--- config.mk ---
export PLATFORM = sky130hd
export DESIGN_NAME = chr_ctrl
export DESIGN_NICKNAME = d
export VERILOG_FILES = /design/src/hw/rtl/chr_pkg.sv /design/src/hw/rtl/chr_ctrl.sv
export SDC_FILE = /design/constraint.sdc
export NUM_CORES = 1
export LEC_CHECK = 0
export BUFFER_PORTS_ARGS = -buffer_cell sky130_fd_sc_hd__buf_2
export CORE_AREA = 2 2 39 41
export CTS_BUF_LIST = sky130_fd_sc_hd__clkbuf_8
export CTS_CLUSTER_SIZE = 8
export DETAILED_ROUTE_END_ITERATION = 7
export DIE_AREA = 0 0 41 43
export PLACE_DENSITY = 0.68
export SYNTH_ARGS = -nofsm -noshare
export SYNTH_HDL_FRONTEND = slang
export SYNTH_SLANG_ARGS = --single-unit
--- constraint.sdc ---
create_clock -name i_clk -period 1.2 [get_ports i_clk]
set_input_delay 0.12 -clock i_clk [delete_from_list [all_inputs] [get_ports i_clk]]
set_output_delay 0.12 -clock i_clk [all_outputs]
set_load 0.01 [all_outputs]
--- src/hw/rtl/chr_pkg.sv ---
// ----------------------------------------------------------------------------
// chr_pkg
// Types, constants and helpers shared by the ring router modules.
// ----------------------------------------------------------------------------
`default_nettype none
package chr_pkg;
    localparam int MAX_ROUTEES = 16;
    localparam int MAX_VNODES  = 16;
    localparam int RING_DEPTH  = MAX_ROUTEES * MAX_VNODES;
    localparam int AW          = $clog2(RING_DEPTH);
    localparam int CW          = AW + 1;
    localparam int RW          = $clog2(MAX_ROUTEES + 1);
    localparam int VW          = 5;
    localparam logic [63:0] MIX_MUL    = 64'hbf58476d1ce4e5b9;
    localparam logic [63:0] VNODE_STEP = 64'h94d049bb133111eb;

    typedef enum logic [1:0] {
        CMD_CLEAR  = 2'd0,
        CMD_ADD    = 2'd1,
        CMD_LOOKUP = 2'd2,
        CMD_NONE   = 2'd3
    } t_cmd;

    typedef enum logic [1:0] {
        ST_OK    = 2'd0,
        ST_EMPTY = 2'd1,
        ST_FULL  = 2'd2,
        ST_RSVD  = 2'd3
    } t_status;

    typedef struct packed {
        logic [1:0]  command;
        logic [63:0] routee_hash;
        logic [63:0] lookup_key;
    } t_in_word;

    typedef struct packed {
        logic [3:0] routee_index;
        logic [1:0] status;
    } t_out_word;

    typedef enum logic [3:0] {
        S_IDLE,
        S_MIX1,
        S_MIX2,
        S_MIX2B,
        S_MIX2C,
        S_MIX3,
        S_SCAN_RD,
        S_SCAN_CMP,
        S_SHIFT_RD,
        S_SHIFT_WR,
        S_PUT,
        S_SRCH_RD,
        S_SRCH_CMP,
        S_OWN_RD,
        S_OWN_WAIT,
        S_OUT
    } t_state;

    typedef enum logic [4:0] {
        OP_NONE,
        OP_LOAD,
        OP_MIX1,
        OP_MIX2,
        OP_MIX2B,
        OP_MIX2C,
        OP_MIX3,
        OP_SCAN_RD,
        OP_SCAN_STEP,
        OP_SHIFT_RD,
        OP_SHIFT_WR,
        OP_PUT,
        OP_SRCH_RD,
        OP_SRCH_STEP,
        OP_OWN_RD,
        OP_CLEAR,
        OP_RES
    } t_op;

    typedef struct packed {
        t_op     op;
        t_status res_status;
    } t_ctl;

    typedef struct packed {
        logic is_add;
        logic is_lookup;
        logic is_clear;
        logic full;
        logic empty;
        logic vn_done;
        logic scan_done;
        logic shift_done;
        logic srch_done;
    } t_sts;
endpackage
`default_nettype wire

--- src/hw/rtl/chr_ctrl.sv ---
// ----------------------------------------------------------------------------
// chr_ctrl
// Sequencer for clear, add (mix, scan, shift, put) and lookup (search).
// ----------------------------------------------------------------------------
`default_nettype none
module chr_ctrl (
    input  wire logic          i_clk,
    input  wire logic          i_rst_n,
    input  wire logic          i_in_valid,
    output logic               o_in_ready,
    output logic               o_out_valid,
    input  wire logic          i_out_ready,
    input  wire chr_pkg::t_sts i_sts,
    output chr_pkg::t_ctl      o_ctl
);
    chr_pkg::t_state r_state, n_state;
    logic r_res_done;

    always_ff @(posedge i_clk) begin
        if (!i_rst_n) r_state <= chr_pkg::S_IDLE;
        else r_state <= n_state;
    end

    always_comb begin
        n_state = r_state;
        unique case (r_state)
            chr_pkg::S_IDLE: if (i_in_valid) n_state = chr_pkg::S_MIX1;
            chr_pkg::S_MIX1: begin
                if (i_sts.is_add && !i_sts.full) n_state = chr_pkg::S_MIX2;
                else if (i_sts.is_lookup && !i_sts.empty) n_state = chr_pkg::S_SRCH_RD;
                else n_state = chr_pkg::S_OUT;
            end
            chr_pkg::S_MIX2: n_state = chr_pkg::S_MIX2B;
            chr_pkg::S_MIX2B: n_state = chr_pkg::S_MIX2C;
            chr_pkg::S_MIX2C: n_state = chr_pkg::S_MIX3;
            chr_pkg::S_MIX3: n_state = i_sts.vn_done ? chr_pkg::S_OUT : chr_pkg::S_SCAN_RD;
            chr_pkg::S_SCAN_RD: n_state = chr_pkg::S_SCAN_CMP;
            chr_pkg::S_SCAN_CMP:
                n_state = i_sts.scan_done ? chr_pkg::S_SHIFT_RD : chr_pkg::S_SCAN_RD;
            chr_pkg::S_SHIFT_RD:
                n_state = i_sts.shift_done ? chr_pkg::S_PUT : chr_pkg::S_SHIFT_WR;
            chr_pkg::S_SHIFT_WR: n_state = chr_pkg::S_SHIFT_RD;
            chr_pkg::S_PUT: n_state = chr_pkg::S_OWN_WAIT;
            chr_pkg::S_OWN_WAIT:
                n_state = i_sts.vn_done ? chr_pkg::S_OUT : chr_pkg::S_SCAN_RD;
            chr_pkg::S_SRCH_RD:
                n_state = i_sts.srch_done ? chr_pkg::S_OWN_RD : chr_pkg::S_SRCH_CMP;
            chr_pkg::S_SRCH_CMP: n_state = chr_pkg::S_SRCH_RD;
            chr_pkg::S_OWN_RD: n_state = chr_pkg::S_OUT;
            chr_pkg::S_OUT: if (r_res_done && i_out_ready) n_state = chr_pkg::S_IDLE;
            default: n_state = chr_pkg::S_IDLE;
        endcase
    end

    always_ff @(posedge i_clk) begin
        if (!i_rst_n) r_res_done <= 1'b0;
        else if (r_state == chr_pkg::S_OUT) r_res_done <= 1'b1;
        else r_res_done <= 1'b0;
    end

    always_comb begin
        o_ctl.op = chr_pkg::OP_NONE;
        o_ctl.res_status = chr_pkg::ST_OK;
        o_in_ready = 1'b0;
        o_out_valid = 1'b0;
        unique case (r_state)
            chr_pkg::S_IDLE: begin
                o_in_ready = 1'b1;
                if (i_in_valid) o_ctl.op = chr_pkg::OP_LOAD;
            end
            chr_pkg::S_MIX1: begin
                if (i_sts.is_clear) o_ctl.op = chr_pkg::OP_CLEAR;
                else o_ctl.op = chr_pkg::OP_MIX1;
            end
            chr_pkg::S_MIX2: o_ctl.op = chr_pkg::OP_MIX2;
            chr_pkg::S_MIX2B: o_ctl.op = chr_pkg::OP_MIX2B;
            chr_pkg::S_MIX2C: o_ctl.op = chr_pkg::OP_MIX2C;
            chr_pkg::S_MIX3: o_ctl.op = chr_pkg::OP_MIX3;
            chr_pkg::S_SCAN_RD: o_ctl.op = chr_pkg::OP_SCAN_RD;
            chr_pkg::S_SCAN_CMP: o_ctl.op = chr_pkg::OP_SCAN_STEP;
            chr_pkg::S_SHIFT_RD: o_ctl.op = chr_pkg::OP_SHIFT_RD;
            chr_pkg::S_SHIFT_WR: o_ctl.op = chr_pkg::OP_SHIFT_WR;
            chr_pkg::S_PUT: o_ctl.op = chr_pkg::OP_PUT;
            chr_pkg::S_SRCH_RD: o_ctl.op = chr_pkg::OP_SRCH_RD;
            chr_pkg::S_SRCH_CMP: o_ctl.op = chr_pkg::OP_SRCH_STEP;
            chr_pkg::S_OWN_RD: o_ctl.op = chr_pkg::OP_OWN_RD;
            chr_pkg::S_OWN_WAIT: o_ctl.op = chr_pkg::OP_NONE;
            chr_pkg::S_OUT: begin
                // The routee count still holds its value from before this add here.
                if (!r_res_done) begin
                    o_ctl.op = chr_pkg::OP_RES;
                    if (i_sts.is_add && i_sts.full)
                        o_ctl.res_status = chr_pkg::ST_FULL;
                    else if (i_sts.is_lookup && i_sts.empty)
                        o_ctl.res_status = chr_pkg::ST_EMPTY;
                end
                o_out_valid = r_res_done;
            end
            default: ;
        endcase
    end
endmodule
`default_nettype wire

# --- Yosys cells after proc, flatten, opt, wreduce, memory -nomap -nowiden ---
# Index checks and enable logic that the tools add are counted.
totals:
  word_cells: 48
  reg_bits: 5
  in_bits: 13
  out_inout_bits: 9
classes:
  n_eq_ne: 17
  reduce_logical: 10
  muxes: 19
ops:
  columns: ["operator", "n"]
  rows:
  - ["$pmux 5 s16", 1]
  - ["$pmux 4 s15", 1]
  - ["$eq 4x4->1 const B", 8]
  - ["$mux 4", 6]
  - ["$eq 4x3->1 const B", 4]
  - ["$eq 4x2->1 const B", 2]
  - ["$mux 7", 1]
  - ["$mux 1", 6]
  - ["$mux 2", 3]
  - ["$logic_and 1x1->1", 5]
  - ["$eq 4x1->1 const B", 1]
  - ["$logic_not 4->1", 1]
  - ["$ne 2x2->1 const B", 2]
  - ["$mux 3", 1]
  - ["$logic_not 1->1", 2]
  - ["$reduce_and 2->1", 1]
  - ["$reduce_or 2->1", 1]

# --- Depth between registers and ports, before layout ---
# Gate-level depths: netlist of run 1.
logic_depth:
  ltp_word: 5
  depth_mapped: 6
  mapped_depth_nobuf: 4

# --- Worst setup path before layout of run 1 ---
# No wires, ideal clock.
synth_path:
  path_type: "register -> output"
  start: "register r_state[1]"
  end: "output port o_ctl[2] (netlist name)"
  stages_incl_launch_ff: 5
  t_required_ps: 1080
  slack_ps: -167
  t_arrival_ps: 1247
  n_path_buf: 1
  cell_sequence: "dfxtp_1 buf_4 nor4_1 and2b_1 a221oi_1"
synth_rtl:
  columns: ["item", "line_no", "rtl"]
  rows:
  - ["start: declaration", "chr_ctrl.sv:16", "chr_pkg::t_state r_state, n_state;"]
  - ["start signal: assignment", "chr_ctrl.sv:20", "if (!i_rst_n) r_state <= chr_pkg::S_IDLE;"]
  - ["start signal: assignment", "chr_ctrl.sv:21", "else r_state <= n_state;"]
  - ["end: declaration", "chr_ctrl.sv:14", "output chr_pkg::t_ctl o_ctl"]

==> results of run 1 <==
[synth_stat cells (2+ instances only)]
cell type / number / area share (%)
nand2b_1: 5 / 6.1
nor2_1: 4 / 2.9
a311oi_2: 2 / 5.9
a31oi_1: 2 / 2.4
dfxtp_1: 5 / 20
inv_1: 3 / 2.2
o21ai_0: 7 / 6.8
o21ai_1: 2 / 2.0
nand2_1: 7 / 5.1
nor2b_1: 5 / 6.1
a22o_1: 2 / 3.4
a21oi_1: 2 / 2.0
buf_2: 3 / 2.9
and2b_1: 2 / 2.9
[critical path, delay by kind of cell (launching register included)]
family / cells / cell delay, ns
DFF: 1 / 0.36
AOI/OAI and AO/OA: 2 / 0.21
buffers and inverters: 2 / 0.27
and+or+nand+nor: 1 / 0.22
[area by class of cell]
cell class                      instances  area [um2]
Multi-Input combinational cell         57         469
Timing Repair Buffer                   48         364
Fill cell                             112         359
Sequential cell                         5         115
Clock buffer                            3        41.3
Tap cell                               16        20.0
Inverter                                3        11.3
Clock inverter                          1        3.75
[flip-flops by register name, indices dropped and copies added (netlist names)]
register and flops:
r_state 4, r_res_done 1
[final timing paths]
| path | startpoint | endpoint | slack (ns) | cells after the start |
|---|---|---|---|---|
| worst max register to register | r_state[2]$_SDFFE_PN0P_ | r_state[3]$_SDFFE_PN0P_ | -0.19 | 6 |
| worst min register to register | r_state[0]$_SDFFE_PN0P_ | r_res_done$_SDFF_PN0_ | 0.68 | 3 |
| worst max-delay path | r_state[1]$_SDFFE_PN0P_ | o_ctl[4] | -0.21 | 5 |
| worst min-delay path | i_rst_n | r_state[2]$_SDFFE_PN0P_ | 0.14 | 2 |
[power by group]
group | total [mW] | switching (mW) | internal (mW) | leakage [nW]
clock network | 0.310 | 0.0904 | 0.220 | 0.0269
logic | 1.84 | 0.822 | 1.02 | 0.402
registers | 0.411 | 0.147 | 0.265 | 0.0437
[through the flow]
stage | setup TNS [ns] | area (um2) | setup slack [ns] | utilization [%] | power [mW]
final | -1.87 | 1020 | -0.209 | 74.1 | 2.56
after detailed placement | -0.906 | 783 | -0.199 | 56.6 | 1.75
after global placement | -0.660 | 783 | -0.142 | 56.6 | 1.71
after CTS | -1.67 | 972 | -0.195 | 70.3 | 2.45
after global routing | -2.57 | 1020 | -0.275 | 74.1 | 2.75
after floorplan | -0.0231 | 568 | -0.0231 | - | 1.25
[layer usage]
layer	up-vias	global-route usage [%]	wire [um]
li1	350	-	-
met2	31	37.8	1020
met1	331	26.3	719
met3	6	1.57	115
met4	0	20.7	63
met5	-	0	0
[logic make-up after synthesis]
logic type	after synthesis	synth area share, %
compound gates	24	33.7
flops	5	19.6
simple gates	33	37.9
buf+inv	8	8.80
[repair_timing]
action | in CTS | in global routing
endpoints found under the setup margin | 13 | 13
hold endpoints to repair | 0 | 0
gates resized for setup | 27 | 11
pin swaps | 13 | 6
buffers inserted | 10 | 1
==> metrics.md, run 1 <==
| Metric | Value |
|---|---|
| Sequential area share after synthesis | 19.6% |
| Slew HR | 80.7% |
| Max clock buf depth | 2 |
| Via count | 718 |
| Max Cap Viol | 0 |
| Largest net degree at the start of global routing | 8 |
| Worst vdd ir | 1620 uV |
| CTS root buf | clkbuf_8 |
| Slew Viols, Final | 0 |
| Setup crit end kind | output pin |
| Element type at the critical path start | register |
| Layout cell share with drive strength beyond 1 | 65.0% |
| Synth Flop Type | dfxtp_1 |
| TritonCTS Buffers | 3 |
| Post-synth EDFFs | 0 |
| Die area | 1760 um2 |
| DRC | 0 |
| Rows | 14 |
| Die Y-Extent | 43 um |
| Worst setup margin | -0.209 ns |
| DPL Wire Length | 1.19 mm |
| Initial Util | 37.0% |
| Synth Instances | 70 |
| Failing checks | setup timing |
| Worst-skew pair later-pin latency | 0.22 ns |
| Post-synth cell types | 33 |
| Data arrival time at the worst-slack endpoint | 1.29 ns |
| Antenna violations before repair | 0 |
| First-pass GRT wire length | 2.77 mm |
| Clock transition at path regs | 0.04 ns |
| Final setup viols | 13 |
| Yosys warns | 0 |
| Hold WS | 0.145 ns |
| Most frequent cells in the layout | buf_2, buf_4, buf_6, nand2b_1, nand2_1 |
| Outcome | finished, violations left |
| # hold bufs at CTS | 0 |
| Syn nets | 83 |
| Starting DRT DRC Count | 23 |
| CTS HTree Levels | 1 |
| Highest Clock Rate | 710 MHz |
| Synthesis-to-finish area growth | 100% |
| Clock Sinks | 5 |
| Vias per std cell | 5.40 |
| Fin cells | 133 |
| IO Port Bufs | 21 |
| Placed cells | 118 |
| Avg Cell Area, Syn | 7.31 um2 |
| Data required, critical path | 1.08 ns |
| Cell Area, Synth | 512 um2 |
| Final wirelength | 1.92 mm |
| P_leak | 0.473 nW |
| Tmin final | 1.41 ns |
| Critical path class | register to output pin |
| GR Overflow Total | 0 |
| Crit Path Max Fanout | 5 |
| Crit-path slowest cell | dfxtp_4 |
| Ports | 22 |
| NumNets Final | 131 |
| FFs w/ async S/R, synth | 0% |
| Measured slew at the worst slew-check pin | 0.289 ns |
| Yosys reg bits | 5 |
| Chip width | 41 um |
| Worst Hold Class | primary input to register |
| Vias in the first global route | 659 |
| Router iterations before antenna repair | 4 |
| P per Cell Area | 2500 nW/um2 |
| Antenna Cells | 0 |
| Clock Skews | 0.00309 ns |
| Core area | 1380 um2 |
| Post-DR wirelength/cell | 14.5 um |
| Ordered cell list for the critical path | buf_4 -> and2b_2 -> a21oi_2 -> o21ai_1 -> buf_2 |
| RSZ-0062 raised after global routing | yes |
| Number of routed nets with antenna violations | 0 |
| Post-route clock period utilization | 117% |
| Total Routing Usage GR | 23.8% |
| Most common cell after layout, fill and taps aside | buf_2 |
| Fin. Hold Viols | 0 |
| CTS tree | done |
| Crit path largest cell delay | 0.36 ns |
| Placer Congestion | 0.845 |
(Power assumes the default switching activity.)
==> run 2: changes to the inputs <==
--- a/config.mk
+++ b/config.mk
@@ -6,12 +6,13 @@
 export NUM_CORES = 1
 export LEC_CHECK = 0
 export BUFFER_PORTS_ARGS = -buffer_cell sky130_fd_sc_hd__buf_2
-export CORE_AREA = 2 2 39 41
+export CELL_PAD_IN_SITES_DETAIL_PLACEMENT = 2
+export CELL_PAD_IN_SITES_GLOBAL_PLACEMENT = 2
+export CORE_UTILIZATION = 22
 export CTS_BUF_LIST = sky130_fd_sc_hd__clkbuf_8
 export CTS_CLUSTER_SIZE = 8
 export DETAILED_ROUTE_END_ITERATION = 7
-export DIE_AREA = 0 0 41 43
-export PLACE_DENSITY = 0.68
+export PLACE_DENSITY = 0.73
 export SYNTH_ARGS = -nofsm -noshare
 export SYNTH_HDL_FRONTEND = slang
 export SYNTH_SLANG_ARGS = --single-unit
==> run 2 against run 1 <==
The flow still finishes with violations (setup timing). Cell count grew 13%. Register-to-register slack lost 0.10 ns. Clock-buffer cell count is the same. Clock power grew 2%. Critical path type is now register to register.
==> metrics.md, run 2 (same netlist as run 1, synthesis figures left out) <==
| Metric | Value |
|---|---|
| Pre-CTS WS | -0.301 ns |
| CTS HTree Levels | 1 |
| Vias in the first global route | 856 |
| GR Overflow Total | 0 |
| Final setup viols | 13 |
| Internal Power | 1.72 mW |
| Largest registers | r_state (4), r_res_done (1) |
| Ports | 22 |
| Worst-skew pair later-pin latency | 0.23 ns |
| M1 WL | 1.15 mm |
| Data arrival time at the worst-slack endpoint | 1.58 ns |
| Fill count | 258 |
| Reg with most FFs | r_state |
| Switching Fraction | 42.1% |
| Fin. Hold Viols | 0 |
| P per Cell Area | 2710 nW/um2 |
| Antenna Cells | 0 |
| Hold WS | 0.150 ns |
| Outcome | finished, violations left |
| Clock Skews | 0.00451 ns |
| Highest Clock Rate | 671 MHz |
| Clock Sinks | 5 |
| Combinational power share | 75.9% |
| Number of flip-flops in the largest register | 4 |
| Layout cell share with drive strength beyond 1 | 68.9% |
| Slew HR | 80.8% |
| Clock share of power | 10.7% |
| Post-DR wirelength/cell | 19.2 um |
| Met2 layer wire length in the routed design | 1.61 mm |
| Measured slew at the worst slew-check pin | 0.285 ns |
| Final wirelength | 2.88 mm |
| Clock transition at path regs | 0.04 ns |
| Via count | 765 |
| Data required, critical path | 1.29 ns |
| Largest net degree at the start of global routing | 12 |
| Max Used Layer | met4 |
| Most frequent cells in the layout | buf_4, buf_2, buf_6, nand2_1 |
| Post-route clock period utilization | 124% |
| Core area | 2210 um2 |
| Design area | 1090 um2 |
| Worst Hold Class | primary input to register |
| Critical path class | register to register |
| DPL Wire Length | 1.66 mm |
| Slew Viols, Final | 0 |
| Element type at the critical path start | register |
| TritonCTS Buffers | 3 |
| IO Port Bufs | 21 |
| Initial Util | 23.1% |
| Post-placement cell area | 808 um2 |
| Number of routed nets with antenna violations | 0 |
| Router iterations before antenna repair | 2 |
| First-pass GRT wire length | 4.34 mm |
| Placer Congestion | 0.741 |
| Worst setup margin | -0.291 ns |
| Starting DRT DRC Count | 1 |
| DRC | 0 |
| NumNets Final | 136 |
| Vias per std cell | 5.10 |
| Crit Path Max Fanout | 4 |
| Max clock buf depth | 2 |
| Setup crit end kind | register |
| Tmin final | 1.49 ns |
| Rows | 17 |
| Total Routing Usage GR | 23.6% |
| Chip width | 50.2 um |
| Die area | 2520 um2 |
| P_sw | 1.25 mW |
| Antenna violations before repair | 0 |
| Failing checks | setup timing |
| Synthesis-to-finish area growth | 114% |
| Worst vdd ir | 943 uV |
| Die Y-Extent | 50.2 um |
| CTS root buf | clkbuf_8 |
| Placed cells | 133 |
| RSZ-0062 raised after global routing | yes |
| Post-layout util | 49.5% |
| Fin cells | 150 |
| Max Cap Viol | 0 |
| Part of the power in registers | 13.4% |
| P_leak | 0.504 nW |
| Most common cell after layout, fill and taps aside | buf_4 |
| CTS tree | done |
| Metal3 WL | 68 um |
-- run 2: changes by cell type in the layout (fill, tap and decap cells not counted), moves of 2 or more --
cell	before	now
buf_6	11	15
buf_2	20	18
nor2_1	3	1
buf_4	16	20
-- run 2: final timing paths --
path	from	end	slack (ns)	cells past startpoint
max	r_state[0]$_SDFFE_PN0P_	r_state[3]$_SDFFE_PN0P_	-0.29	6
min	i_rst_n	r_state[1]$_SDFFE_PN0P_	0.15	2
max reg2reg	r_state[0]$_SDFFE_PN0P_	r_state[3]$_SDFFE_PN0P_	-0.29	6
min reg2reg	r_state[3]$_SDFFE_PN0P_	r_state[3]$_SDFFE_PN0P_	0.61	2
-- run 2: timing repair --
action,in CTS,in global routing
cloned,0,0
gates resized for setup,33,11
setup endpoints to repair,13,13
hold buffers,0,0
setup buffers,7,6
endpoints found under the hold margin,0,0
pin swaps,9,3
-- run 2: area by class of cell --
type	count	area, um2	share of cell area (%)
tap	28	35.0	3.20
clock inverter	1	3.75	0.343
inverter	3	11.3	1.03
timing repair buffer	53	409	37.4
multi-input combinational	57	479	43.8
clock buffer	3	41.3	3.77
sequential	5	115	10.5
-- run 2: power groups by stage --
stage	clock network (mW)	logic [mW]	registers, mW
after floorplan	0	0.944	0.304
after global placement	0	1.37	0.405
after detailed placement	0	1.44	0.412
after CTS	0.323	1.89	0.412
after global routing	0.337	2.39	0.408
final	0.317	2.26	0.399
-- run 2: critical path, cell delays in order (launching register included) --
cell	delay (ns)
dfxtp_4	0.35
buf_6	0.13
buf_4	0.14
nor2b_4	0.13
and3_4	0.19
a311oi_4	0.27
a31oi_1	0.14
-- run 2: routing by layer --
layer	up-vias	track usage, %
met5	-	0
met4	0	10.0
met3	7	1.82
met2	24	44.4
met1	373	26.7
li1	361	-
-- run 2: through the flow --
stage,setup TNS (ns),power [mW]
final,-2.42,2.97
after global routing,-3.10,3.14
after CTS,-2.02,2.63
after detailed placement,-1.70,1.85
after global placement,-1.09,1.77
after floorplan,-0.0231,1.25
